[config.mk]
export PLATFORM = sky130hd
export DESIGN_NAME = array_set_table_core_flat
export DESIGN_NICKNAME = d
export VERILOG_FILES = /design/src/design/ast_pkg.sv /design/src/design/ast_req_if.sv /design/src/design/ast_rsp_if.sv /design/src/design/ast_ram.sv /design/src/design/ast_ctrl.sv /design/src/design/array_set_table_core.sv /design/src/flat_wrapper.sv
export VERILOG_INCLUDE_DIRS = /design/src /design/src/design
export SDC_FILE = /design/constraint.sdc
export NUM_CORES = 2
export LEC_CHECK = 0
export BUFFER_PORTS_ARGS = -buffer_cell sky130_fd_sc_hd__buf_4
export CAP_MARGIN = 25
export CORE_ASPECT_RATIO = 1.4
export CORE_MARGIN = 4
export CORE_UTILIZATION = 55
export DETAILED_ROUTE_END_ITERATION = 8
export GPL_ROUTABILITY_DRIVEN = 0
export PLACE_DENSITY_LB_ADDON = 0.1
export SKIP_CTS_REPAIR_TIMING = 1
export SYNTH_ARGS = -nofsm -noshare
export SYNTH_HDL_FRONTEND = slang
export SYNTH_SLANG_ARGS = --single-unit
[constraint.sdc]
create_clock -name clk -period 4.3 [get_ports clk]
set_clock_uncertainty 0.15 [all_clocks]
set_input_delay 0.645 -clock clk [delete_from_list [all_inputs] [get_ports clk]]
set_output_delay 0.645 -clock clk [all_outputs]
set_load 0.01 [all_outputs]
[src/design/assert_macros.svh]
// assertion macros used by the set table sequencer
`ifndef ASSERT_MACROS_SVH
`define ASSERT_MACROS_SVH

`ifndef SYNTHESIS

// property must hold at every clock edge out of reset
`define AST_ASSERT(name, clk, rst_n, prop, msg) \
	name: assert property (@(posedge clk) disable iff (!rst_n) (prop)) else $error(msg);

// condition must never be seen at a clock edge out of reset
`define AST_NEVER(name, clk, rst_n, cond, msg) \
	name: assert property (@(posedge clk) disable iff (!rst_n) !(cond)) else $error(msg);

`else

`define AST_ASSERT(name, clk, rst_n, prop, msg)

`define AST_NEVER(name, clk, rst_n, cond, msg)

`endif

`endif

[src/design/ast_pkg.sv]
// types and constants of the set table
package ast_pkg;

	localparam int CAPACITY   = 64;
	localparam int ELEM_WIDTH = 32;
	localparam int VALUE_W    = 32;
	localparam int IDX_W      = $clog2(CAPACITY);
	localparam int CNT_W      = $clog2(CAPACITY + 1);

	typedef enum logic [1:0] {
		ACT_INSERT = 2'd0,
		ACT_DELETE = 2'd1,
		ACT_QUERY  = 2'd2
	} action_t;

	localparam logic STS_DONE = 1'b0;
	localparam logic STS_FULL = 1'b1;

	typedef struct packed {
		logic             was_member;
		logic             status;
		logic [CNT_W-1:0] count_after;
		logic             is_empty;
		logic             is_full;
	} result_t;

	typedef struct packed {
		logic                  we;
		logic [IDX_W-1:0]      waddr;
		logic [ELEM_WIDTH-1:0] wdata;
		logic                  re;
		logic [IDX_W-1:0]      raddr;
	} mem_req_t;

endpackage

[src/design/ast_req_if.sv]
// request channel of the set table
interface ast_req_if
	import ast_pkg::*;
();
	logic               valid;
	logic               ready;
	logic [1:0]         action;
	logic [VALUE_W-1:0] value;

	modport source (output valid, output action, output value, input ready);
	modport sink (input valid, input action, input value, output ready);
endinterface

[src/design/ast_rsp_if.sv]
// result channel of the set table
interface ast_rsp_if
	import ast_pkg::*;
();
	logic             valid;
	logic             ready;
	logic             was_member;
	logic             status;
	logic [CNT_W-1:0] count_after;
	logic             is_empty;
	logic             is_full;

	modport source (output valid, output was_member, output status, output count_after,
		output is_empty, output is_full, input ready);
	modport sink (input valid, input was_member, input status, input count_after,
		input is_empty, input is_full, output ready);
endinterface

[src/design/ast_ram.sv]
// simple dual-port ram, one write and one registered read per cycle
module ast_ram #(
	parameter int DEPTH = 64,
	parameter int WIDTH = 32,
	localparam int AW   = $clog2(DEPTH)
) (
	input  logic             clk,
	input  logic             we,
	input  logic [AW-1:0]    waddr,
	input  logic [WIDTH-1:0] wdata,
	input  logic             re,
	input  logic [AW-1:0]    raddr,
	output logic [WIDTH-1:0] rdata
);
	logic [WIDTH-1:0] mem [DEPTH];

	always_ff @(posedge clk) begin
		if (we) begin
			mem[waddr] <= wdata;
		end
	end

	always_ff @(posedge clk) begin
		if (re) begin
			rdata <= mem[raddr];
		end
	end
endmodule

[src/design/ast_ctrl.sv]
// request sequencer: search, append and compaction over the entry ram
`include "assert_macros.svh"

module ast_ctrl
	import ast_pkg::*;
(
	input  logic                  clk,
	input  logic                  arst_n,
	ast_req_if.sink               req,
	output mem_req_t              mem_req,
	input  logic [ELEM_WIDTH-1:0] rdata,
	output logic                  res_valid,
	output result_t               res,
	input  logic                  res_ready
);
	typedef enum logic [3:0] {
		ST_IDLE   = 4'b0001,
		ST_SEARCH = 4'b0010,
		ST_SHIFT  = 4'b0100,
		ST_DONE   = 4'b1000
	} state_t;

	state_t                state_q;
	logic [1:0]            action_q;
	logic [ELEM_WIDTH-1:0] value_q;
	logic [CNT_W-1:0]      count_q;
	logic [CNT_W-1:0]      issue_idx_q;
	logic                  rd_vld_s1;
	logic [IDX_W-1:0]      idx_s1;
	logic                  found_q;
	logic                  status_q;

	logic match;
	logic issue_left;
	logic has_room;
	logic search_miss;
	logic is_insert;
	logic is_delete;

	assign is_insert   = action_q == ACT_INSERT;
	assign is_delete   = action_q == ACT_DELETE;
	assign match       = rd_vld_s1 && (rdata == value_q);
	assign issue_left  = issue_idx_q != count_q;
	assign has_room    = count_q != CNT_W'(CAPACITY);
	assign search_miss = !match && !issue_left && !rd_vld_s1;

	assign req.ready = state_q == ST_IDLE;

	always_comb begin
		mem_req       = '0;
		mem_req.raddr = issue_idx_q[IDX_W-1:0];
		mem_req.waddr = count_q[IDX_W-1:0];
		mem_req.wdata = value_q;
		unique case (state_q)
			ST_SEARCH: begin
				mem_req.re = !match && issue_left;
				// append a new value at the end of the array
				mem_req.we = search_miss && is_insert && has_room;
			end
			ST_SHIFT: begin
				mem_req.re    = issue_left;
				// entry read last cycle moves down one place
				mem_req.we    = rd_vld_s1;
				mem_req.waddr = idx_s1 - IDX_W'(1);
				mem_req.wdata = rdata;
			end
			default: begin
			end
		endcase
	end

	always_ff @(posedge clk or negedge arst_n) begin
		if (!arst_n) begin
			state_q     <= ST_IDLE;
			count_q     <= '0;
			issue_idx_q <= '0;
			rd_vld_s1   <= 1'b0;
			found_q     <= 1'b0;
			status_q    <= STS_DONE;
		end else begin
			unique case (state_q)
				ST_IDLE: begin
					if (req.valid) begin
						issue_idx_q <= '0;
						rd_vld_s1   <= 1'b0;
						state_q     <= ST_SEARCH;
					end
				end
				ST_SEARCH: begin
					if (match) begin
						found_q   <= 1'b1;
						status_q  <= STS_DONE;
						rd_vld_s1 <= 1'b0;
						if (is_delete) begin
							issue_idx_q <= CNT_W'(idx_s1) + CNT_W'(1);
							state_q     <= ST_SHIFT;
						end else begin
							state_q <= ST_DONE;
						end
					end else if (search_miss) begin
						found_q  <= 1'b0;
						status_q <= (is_insert && !has_room) ? STS_FULL : STS_DONE;
						if (is_insert && has_room) begin
							count_q <= count_q + CNT_W'(1);
						end
						state_q <= ST_DONE;
					end else begin
						rd_vld_s1 <= issue_left;
						if (issue_left) begin
							issue_idx_q <= issue_idx_q + CNT_W'(1);
						end
					end
				end
				ST_SHIFT: begin
					rd_vld_s1 <= issue_left;
					if (issue_left) begin
						issue_idx_q <= issue_idx_q + CNT_W'(1);
					end else if (!rd_vld_s1) begin
						count_q <= count_q - CNT_W'(1);
						state_q <= ST_DONE;
					end
				end
				ST_DONE: begin
					if (res_ready) begin
						state_q <= ST_IDLE;
					end
				end
				default: begin
					state_q <= ST_IDLE;
				end
			endcase
		end
	end

	always_ff @(posedge clk) begin
		if (req.valid && req.ready) begin
			action_q <= req.action;
			value_q  <= req.value[ELEM_WIDTH-1:0];
		end
		if (issue_left && (state_q == ST_SHIFT || (state_q == ST_SEARCH && !match))) begin
			idx_s1 <= issue_idx_q[IDX_W-1:0];
		end
	end

	assign res_valid       = state_q == ST_DONE;
	assign res.was_member  = found_q;
	assign res.status      = status_q;
	assign res.count_after = count_q;
	assign res.is_empty    = count_q == '0;
	assign res.is_full     = count_q == CNT_W'(CAPACITY);

	`AST_ASSERT(a_count_bound, clk, arst_n, count_q <= CNT_W'(CAPACITY),
		"fill count beyond capacity")
	`AST_ASSERT(a_read_in_range, clk, arst_n,
		mem_req.re |-> (CNT_W'(mem_req.raddr) < count_q), "read beyond filled entries")
	`AST_ASSERT(a_shift_write_in_range, clk, arst_n,
		(mem_req.we && state_q == ST_SHIFT) |-> (CNT_W'(mem_req.waddr) + CNT_W'(1) < count_q),
		"compaction write beyond filled entries")
	`AST_ASSERT(a_accept_starts_search, clk, arst_n,
		(req.valid && req.ready) |=> (state_q == ST_SEARCH), "accepted request did not start search")
	`AST_NEVER(a_write_during_read_search, clk, arst_n,
		state_q == ST_SEARCH && mem_req.we && mem_req.re, "append overlaps a search read")
endmodule

[src/design/array_set_table_core.sv]
// top level of the set table: sequencer, entry ram and result register
// Set of up to 64 distinct 32-bit values held in a single simple dual-port
// ram with a fill count. One request is in work at a time. The ram's single
// read port sets the pace: a request is taken, the stored entries are
// scanned in order until a hit or the end, and the result is handed over;
// a delete that hits at position p then moves each later entry down one
// place, starting where the search stopped. A finished result waits in an
// output register so the next request is taken while it is still unclaimed.
// No clearing pass runs after reset: only entries below the fill count are
// ever read.
module array_set_table_core
	import ast_pkg::*;
(
	input  logic      clk,
	input  logic      arst_n,
	ast_req_if.sink   req,
	ast_rsp_if.source rsp
);
	mem_req_t              mem_req;
	logic [ELEM_WIDTH-1:0] rdata;
	logic                  res_valid;
	result_t               res;
	logic                  res_ready;
	logic                  rsp_valid_q;
	result_t               rsp_q;

	ast_ctrl u_ctrl (
		.clk       (clk),
		.arst_n    (arst_n),
		.req       (req),
		.mem_req   (mem_req),
		.rdata     (rdata),
		.res_valid (res_valid),
		.res       (res),
		.res_ready (res_ready)
	);

	ast_ram #(
		.DEPTH (CAPACITY),
		.WIDTH (ELEM_WIDTH)
	) u_ram (
		.clk   (clk),
		.we    (mem_req.we),
		.waddr (mem_req.waddr),
		.wdata (mem_req.wdata),
		.re    (mem_req.re),
		.raddr (mem_req.raddr),
		.rdata (rdata)
	);

	// result register frees up once the current result is taken
	assign res_ready = !rsp_valid_q || rsp.ready;

	always_ff @(posedge clk or negedge arst_n) begin
		if (!arst_n) begin
			rsp_valid_q <= 1'b0;
		end else if (res_ready) begin
			rsp_valid_q <= res_valid;
		end
	end

	always_ff @(posedge clk) begin
		if (res_valid && res_ready) begin
			rsp_q <= res;
		end
	end

	assign rsp.valid       = rsp_valid_q;
	assign rsp.was_member  = rsp_q.was_member;
	assign rsp.status      = rsp_q.status;
	assign rsp.count_after = rsp_q.count_after;
	assign rsp.is_empty    = rsp_q.is_empty;
	assign rsp.is_full     = rsp_q.is_full;
endmodule

[src/flat_wrapper.sv]
// flat-port wrapper written by rule: the top's interface ports become plain ports
module array_set_table_core_flat import ast_pkg::*;
  (clk, arst_n, req_valid, req_action, req_value, req_ready, rsp_valid, rsp_was_member, rsp_status, rsp_count_after, rsp_is_empty, rsp_is_full, rsp_ready);
  ast_req_if req_i ();
  ast_rsp_if rsp_i ();
  input  logic clk;
  input  logic arst_n;
  input wire logic [$bits(req_i.valid)-1:0] req_valid;
  input wire logic [$bits(req_i.action)-1:0] req_action;
  input wire logic [$bits(req_i.value)-1:0] req_value;
  output wire logic [$bits(req_i.ready)-1:0] req_ready;
  output wire logic [$bits(rsp_i.valid)-1:0] rsp_valid;
  output wire logic [$bits(rsp_i.was_member)-1:0] rsp_was_member;
  output wire logic [$bits(rsp_i.status)-1:0] rsp_status;
  output wire logic [$bits(rsp_i.count_after)-1:0] rsp_count_after;
  output wire logic [$bits(rsp_i.is_empty)-1:0] rsp_is_empty;
  output wire logic [$bits(rsp_i.is_full)-1:0] rsp_is_full;
  input wire logic [$bits(rsp_i.ready)-1:0] rsp_ready;
  assign req_i.valid = req_valid;
  assign req_i.action = req_action;
  assign req_i.value = req_value;
  assign req_ready = req_i.ready;
  assign rsp_valid = rsp_i.valid;
  assign rsp_was_member = rsp_i.was_member;
  assign rsp_status = rsp_i.status;
  assign rsp_count_after = rsp_i.count_after;
  assign rsp_is_empty = rsp_i.is_empty;
  assign rsp_is_full = rsp_i.is_full;
  assign rsp_i.ready = rsp_ready;
  array_set_table_core u_core (.clk(clk), .arst_n(arst_n), .req(req_i), .rsp(rsp_i));
endmodule
# Word-level counts from Yosys, hierarchy flattened
# Memory sizes are Yosys's and may differ from the RTL's. A register that Yosys moved wholly into a read port is not among the register bits.
# Cells that the tools add are included.
dict set report word_totals {
  reg_bits 73
  mem_bits_rw 2048
  inputBits 38
  out_inout_bits 13
  elab_cells 103
  memories 1
}
dict set report classes {
  addsub 5
  n_eq_ne 19
  mux 34
  reduce_logical 29
}
# memory depth word_bits read_ports rd_clocked_by_memory_dff wr line
set memory_table {}
lappend memory_table {u_core.u_ram.mem 64 32 1 1 1 ast_ram.sv:15} ;# logic [WIDTH-1:0] mem [DEPTH];
# cell n
set ops {}
lappend ops {{$mux 7} 10}
lappend ops {{$mux 38} 1}
lappend ops {{$eq 32x32->1} 1}
lappend ops {{$mux 4} 7}
lappend ops {{$pmux 7 s3} 1}
lappend ops {{$pmux 4 s4} 1}
lappend ops {{$add 7x1->7 const B} 2}
lappend ops {{$ne 2x2->1 const B} 7}
lappend ops {{$pmux 7 s2} 1}
lappend ops {{$logic_and 1x1->1} 12}
lappend ops {{$mux 1} 10}
lappend ops {{$ne 3x3->1 const B} 3}
lappend ops {{$add 6x1->7 const B} 1}
lappend ops {{$eq 7x7->1 const B} 1}
lappend ops {{$logic_not 7->1} 1}
lappend ops {{$ne 7x7->1} 1}
lappend ops {{$ne 7x7->1 const B} 1}
lappend ops {{$sub 7x1->7 const B} 1}
lappend ops {{$reduce_and 6->1} 1}
lappend ops {{$sub 6x1->6 const B} 1}
lappend ops {{$logic_not 1->1} 5}
lappend ops {{$reduce_and 5->1} 1}
lappend ops {{$eq 4x1->1 const B} 1}
lappend ops {{$eq 4x2->1 const B} 1}
lappend ops {{12 further kinds} 15}

# Depth between registers and ports, before layout
dict set report depth {
  ltp_word 10
  ltp_mapped 14
  depth_no_buf 10
}

# By module
# From an unflattened synthesis, not the netlist that was laid out.
dict set report hier_totals {
  hier_cells 3726
  hier_area_um2 82869.5
}
# module instances cells_each area_each_um2 seq_area_each_um2
set modules_own_cells {}
lappend modules_own_cells {ast_ram 1 3324 78835.6 62459.9}
lappend modules_own_cells {ast_ctrl 1 387 3649.8 1727.9}
lappend modules_own_cells {array_set_table_core 1 15 384.1 355.3}

# Worst setup path after synthesis
# OpenSTA, ideal clock, no wires.
dict set report synth_path {
  path_kind {reg2reg}
  start {reg u_core.u_ctrl.issue_idx_q[5]}
  end {mem u_core.u_ram.mem[13][0] (enable)}
  setup_ns 0.421
  arrival_ns 3.619
  required_time_ns 3.729
  path_slack_ns 0.110
  path_stages_with_launch 10
  path_buffers 2
  period_less_slack_ns 4.190
  cell_sequence {dfrtp_1 clkbuf_1 xnor2_1 nand4_1 or2_0 clkbuf_1 or4_1 nand2_1 nand3_1 nor2_1}
}
dict set report synth_via {
  elab_chain_cells 9
}
# element line
set synth_lines {}
lappend synth_lines {{from (decl)} ast_ctrl.sv:27} ;# logic [CNT_W-1:0] issue_idx_q;
lappend synth_lines {{from (signal assigned)} ast_ctrl.sv:95} ;# issue_idx_q <= CNT_W'(idx_s1) + CNT_W'(1);
lappend synth_lines {{from (signal assigned)} ast_ctrl.sv:110} ;# issue_idx_q <= issue_idx_q + CNT_W'(1);
lappend synth_lines {{from (signal assigned)} ast_ctrl.sv:117} ;# issue_idx_q <= issue_idx_q + CNT_W'(1);
lappend synth_lines {{$ne 7x7->1} ast_ctrl.sv:43} ;# assign issue_left = issue_idx_q != count_q;
lappend synth_lines {{$logic_not 1->1} ast_ctrl.sv:45} ;# assign search_miss = !match && !issue_left && !rd_vld_s1;
lappend synth_lines {{$logic_and 1x1->1 (2 in series)} ast_ctrl.sv:45}
lappend synth_lines {{$logic_and 1x1->1 (2 in series)} ast_ctrl.sv:58} ;# mem_req.we = search_miss && is_insert && has_room;
lappend synth_lines {{$pmux 1 s2} ast_ctrl.sv:54} ;# unique case (state_q)
lappend synth_lines {{$mux 1} ast_ram.sv:18} ;# if (we) begin
lappend synth_lines {{$mux 1 (implied by the code)} ast_ram.sv:19} ;# mem[waddr] <= wdata;
lappend synth_lines {{to (decl)} ast_ram.sv:15}
# Every way passes these cells.

# Worst setup path in the final report
dict set report layout_path {
  start {reg u_core.u_ctrl.state_q[1]}
  end {mem u_core.u_ram.mem[12][2] (enable)}
}
dict set report layout_via {
  elab_chain_cells 4
  elab_cells_between_ends 6
  classes_between {eq/ne: 2; mux: 4}
}
# element line
set layout_lines {}
lappend layout_lines {{from (decl)} ast_ctrl.sv:23} ;# state_t state_q;
lappend layout_lines {{from (signal assigned)} ast_ctrl.sv:74} ;# state_q <= ST_IDLE;
lappend layout_lines {{from (signal assigned)} ast_ctrl.sv:86} ;# state_q <= ST_SEARCH;
lappend layout_lines {{from (signal assigned)} ast_ctrl.sv:96} ;# state_q <= ST_SHIFT;
lappend layout_lines {{$eq 4x3->1 / $eq 4x2->1 (equally long branches)} ast_ctrl.sv:54}
lappend layout_lines {{$pmux 1 s2} ast_ctrl.sv:54}
lappend layout_lines {{$mux 1} ast_ram.sv:18}
lappend layout_lines {{$mux 1 (implied by the code)} ast_ram.sv:19}
# Several ways; a longest one is shown, not always the timed one.

==> flow_summary.json <==
{
  "outcome": "complete, no violations",
  "cell_chosen_for_the_clock_root": "sky130_fd_sc_hd__clkbuf_16",
  "drc": 0,
  "max_cap_violations": 0,
  "finalCritPeriodShare": 0.9603,
  "fmaxAchievable_mhz": 242.2,
  "critical_path_peak_fanout": 32,
  "worst_slew_pin_slew_ns": 1.089,
  "holdCritStartpoint": "req_valid",
  "drt-wirelength-per-cell_um": 33.35,
  "async_reset_ff_frac": 0.01022,
  "critical_path.endpoint": "u_core.u_ram.mem[12][2]$_DFFE_PP_",
  "yosys_warnings": 0,
  "proportion_of_synthesized_chip_area_in_sequential_cells": 0.7796,
  "worstSetupPathType": "reg2reg",
  "total_leakage_power_nw": 28.75,
  "max-slew-margin-rel": 0.2740,
  "multi_input_area_um2": 17990,
  "core-area_um2": 149700,
  "drtPass1Iterations": 6,
  "start_util": 0.5532,
  "cellPowerDensity_nw_per_um2": 566.2,
  "first_global_vias": 38810,
  "clk_path_buf_depth": 3,
  "amount_of_wire_on_met2_after_detailed_routing_mm": 100.1,
  "synth_enable_flop_cells": 2131,
  "regToRegStartpoint": "u_core.u_ctrl.state_q[1]$_DFFE_PN0P_",
  "route.antenna.remaining_nets": 0,
  "io_pins": 51,
  "iter_0_drt_violations": 4129,
  "flow.area_growth_from_synthesis_pct": 13.54,
  "ir_drop_mv": 0.5672,
  "end_kind": "flop",
  "post-route-min-period_ns": 4.129,
  "route.final.wire_length_mm": 193.6,
  "mappedNetlistNets": 3473,
  "die_area_um2": 156900,
  "crit_arrival_ns": 4.46,
  "tritoncts": "yes",
  "hold_path.class": "in2reg",
  "cts_sinks": 2153,
  "synth_cell_type_count": 56,
  "synthesized_area_per_cell_um2": 24.16,
  "synthesis.instances": 3426,
  "vias_per_cell": 6.442,
  "synthFlopType": "sky130_fd_sc_hd__edfxtp_1",
  "clk-insertion-delay-late_ns": 0.83,
  "gr-total-overflow": 0,
  "clkTransAtPathRegs_ns": 0.06,
  "rows": 168,
  "route.met3.wl_mm": 12.02,
  "worst_setup_path_startpoint": "u_core.u_ctrl.state_q[1]$_DFFE_PN0P_",
  "via_count": 37400,
  "track_usage": 0.2524,
  "drive_above_1_share": 0.3284,
  "final_max_slew_viol_count": 0,
  "route.layer.met1.wl_mm": 76.86,
  "io_buffers": 50,
  "r2r_cells": 7,
  "hold-worst-slack_ns": 0.07590,
  "startpoint_type": "flop",
  "first_pass_grt_wire_length_mm": 280.1,
  "nets": 3750,
  "fill_cells": 9807,
  "report.final.hold_viol_count": 0,
  "pin_count_of_the_biggest_net_entering_global_routing": 159,
  "route.top_layer_used": "met5",
  "die_w_um": 335.9,
  "htreeDepth": 4,
  "ys_seq_elements": 2153,
  "required_time_of_the_critical_path_ns": 4.63,
  "chip_height_um": 467.1,
  "regToRegEndpoint": "u_core.u_ram.mem[12][2]$_DFFE_PP_",
  "setup_viol": 0,
  "totalNegativeSetupSlack_ns": 0,
  "sequential_cell_area_um2": 64560,
  "grt_setup_unrepaired": "false",
  "cts_made_buffers": 190,
  "syn-cell-area_um2": 82790,
  "dp_hpwl_mm": 109.8,
  "regToRegSetupSlack_ns": 0.17,
  "grt_antenna_before_repair": 7
}
## placed cells by master, fill, tap and decap left out, drive strengths merged, types with 4 or more instances in the layout
| master | instances |
|---|---|
| nor2 | 78 |
| nor4b | 6 |
| mux2 | 4 |
| o21ai | 8 |
| nand3 | 22 |
| dfrtp | 21 |
| mux4 | 672 |
| xnor2 | 27 |
| xor2 | 25 |
| nand2b | 4 |
| edfxtp | 2131 |
| nor4 | 10 |
| bufinv | 23 |
| buf | 220 |
| clkinvlp | 12 |
| nor3 | 6 |
| nor2b | 5 |
| nand4 | 8 |
| or4 | 7 |
| a21oi | 11 |
| a21o | 7 |
| clkinv | 72 |
| clkbuf | 227 |
| dlygate4sd3 | 36 |
| ha | 8 |
| o31ai | 4 |
| inv | 22 |
| nand2 | 130 |
## how the worst min path moves through the flow
stage,slack [ns],endpoint,cells past startpoint
6_report,0.08,u_core.u_ctrl.state_q[0]$_DFFE_PN1P_,4
5_1_grt,0.05,u_core.u_ctrl.state_q[0]$_DFFE_PN1P_,4
4_1_cts,-0.49,u_core.u_ctrl.state_q[3]$_DFFE_PN0P_,1
3_5_place_dp,0.30,u_core.rsp.was_member$_DFFE_PP_,0
3_3_place_gp,0.29,u_core.rsp.was_member$_DFFE_PP_,0
2_1_floorplan,0.20,u_core.rsp.valid$_DFFE_PN0P_,0
## critical path: stages, from the launching register on
cell	delay, ns
sky130_fd_sc_hd__dfrtp_1	0.44
sky130_fd_sc_hd__or4b_2	0.89
sky130_fd_sc_hd__inv_2	0.26
sky130_fd_sc_hd__nor2_1	0.10
sky130_fd_sc_hd__a21oi_1	0.65
sky130_fd_sc_hd__nand3_1	0.66
sky130_fd_sc_hd__nor2_4	0.30
sky130_fd_sc_hd__buf_12	0.32
## flip-flops by register name, indices dropped and copies added (netlist names), 2 cells and up
register / flops
u_core.rsp.count_after: 7
u_core.u_ctrl.action_q: 2
u_core.u_ctrl.count_q: 7
u_core.u_ctrl.idx_s1: 6
u_core.u_ctrl.issue_idx_q: 7
u_core.u_ctrl.state_q: 4
u_core.u_ctrl.value_q: 32
u_core.u_ram.mem: 2048
u_core.u_ram.rdata: 32
## power by group
| part | internal (mW) | switching [mW] |
|---|---|---|
| combinational | 5.58 | 6.05 |
| sequential | 24.3 | 0.265 |
| clock | 9.73 | 7.32 |
| total | 39.6 | 13.6 |
## synthesized netlist by cell type (2+ instances only)
| cell | count | area share |
|---|---|---|
| sky130_fd_sc_hd__and3_1 | 2 | 0.00015 |
| sky130_fd_sc_hd__nand2b_1 | 4 | 0.00030 |
| sky130_fd_sc_hd__nand3b_1 | 2 | 0.00018 |
| sky130_fd_sc_hd__or4b_2 | 2 | 0.00024 |
| sky130_fd_sc_hd__mux4_2 | 672 | 0.18 |
| sky130_fd_sc_hd__a31o_2 | 2 | 0.00021 |
| sky130_fd_sc_hd__or3_1 | 2 | 0.00015 |
| sky130_fd_sc_hd__or2_0 | 2 | 0.00015 |
| sky130_fd_sc_hd__o32a_2 | 3 | 0.00041 |
| sky130_fd_sc_hd__nor3_1 | 6 | 0.00036 |
| sky130_fd_sc_hd__dfrtp_1 | 21 | 0.0063 |
| sky130_fd_sc_hd__nor3b_1 | 2 | 0.00018 |
| sky130_fd_sc_hd__o31ai_1 | 4 | 0.00036 |
| sky130_fd_sc_hd__buf_1 | 36 | 0.0016 |
| sky130_fd_sc_hd__nand3_1 | 22 | 0.0013 |
| sky130_fd_sc_hd__o22ai_1 | 3 | 0.00023 |
| sky130_fd_sc_hd__and4_1 | 2 | 0.00021 |
| sky130_fd_sc_hd__xor2_1 | 25 | 0.0026 |
| sky130_fd_sc_hd__inv_1 | 16 | 0.00073 |
| sky130_fd_sc_hd__o21ai_0 | 8 | 0.00048 |
| sky130_fd_sc_hd__xnor2_1 | 27 | 0.0029 |
| sky130_fd_sc_hd__buf_2 | 29 | 0.0018 |
| sky130_fd_sc_hd__o2bb2ai_1 | 3 | 0.00032 |
| sky130_fd_sc_hd__nor4_1 | 9 | 0.00068 |
| sky130_fd_sc_hd__nor2_1 | 78 | 0.0035 |
| sky130_fd_sc_hd__nand2_1 | 130 | 0.0059 |
| sky130_fd_sc_hd__and2_1 | 2 | 0.00015 |
| sky130_fd_sc_hd__edfxtp_1 | 2131 | 0.77 |
| sky130_fd_sc_hd__ha_1 | 8 | 0.0012 |
| sky130_fd_sc_hd__o21a_1 | 2 | 0.00018 |
| sky130_fd_sc_hd__or4_1 | 6 | 0.00054 |
| sky130_fd_sc_hd__a21o_1 | 6 | 0.00054 |
| sky130_fd_sc_hd__a21oi_1 | 11 | 0.00066 |
| sky130_fd_sc_hd__nor2b_1 | 5 | 0.00038 |
| sky130_fd_sc_hd__mux2i_1 | 3 | 0.00036 |
| sky130_fd_sc_hd__mux2_2 | 4 | 0.00054 |
| sky130_fd_sc_hd__clkbuf_1 | 105 | 0.0048 |
| sky130_fd_sc_hd__clkinv_1 | 2 | 0.000091 |
| sky130_fd_sc_hd__nand4_1 | 7 | 0.00053 |
| sky130_fd_sc_hd__nor4b_1 | 5 | 0.00053 |
| sky130_fd_sc_hd__a211oi_1 | 2 | 0.00018 |
## metal layers
layer	vias to the layer above	GRT usage
met5	-	0
met4	2	0.06538
met3	274	0.03950
met2	1500	0.4248
met1	20400	0.3531
li1	15230	-
## stage by stage
step	util	std cells	cell area, µm²	total power [mW]	worst slack (ns)
global route	0.6281	5804	94000	55.21	0.04606
CTS	0.6256	5767	93620	53.67	0.2739
floorplan	-	3426	82790	33.20	0.1097
detailed placement	0.5840	5429	87410	36.73	0.2932
global placement	0.5840	5429	87410	36.48	0.4137
finish	0.6281	5805	94000	53.22	0.1707
## logic make-up after synthesis
kind of cell,share of synthesized area
AO/OA/AOI/OAI,0.004187
AND/OR/NAND/NOR,0.01649
flip-flops,0.7796
buffers and inverters,0.009023
adder cells (fa/ha/maj),0.001451
XOR/XNOR,0.005501
multiplexers,0.1837
## layout make-up
type | count | share of cell area
clock inverter | 111 | 0.01238
inverter | 18 | 0.0007986
tap | 1955 | 0.02602
timing repair buffer | 256 | 0.02886
sequential | 2153 | 0.6868
clock buffer | 227 | 0.05375
antenna | 1 | 0.00002662
multi-input combinational | 1084 | 0.1914
(Power assumes the default switching activity.)
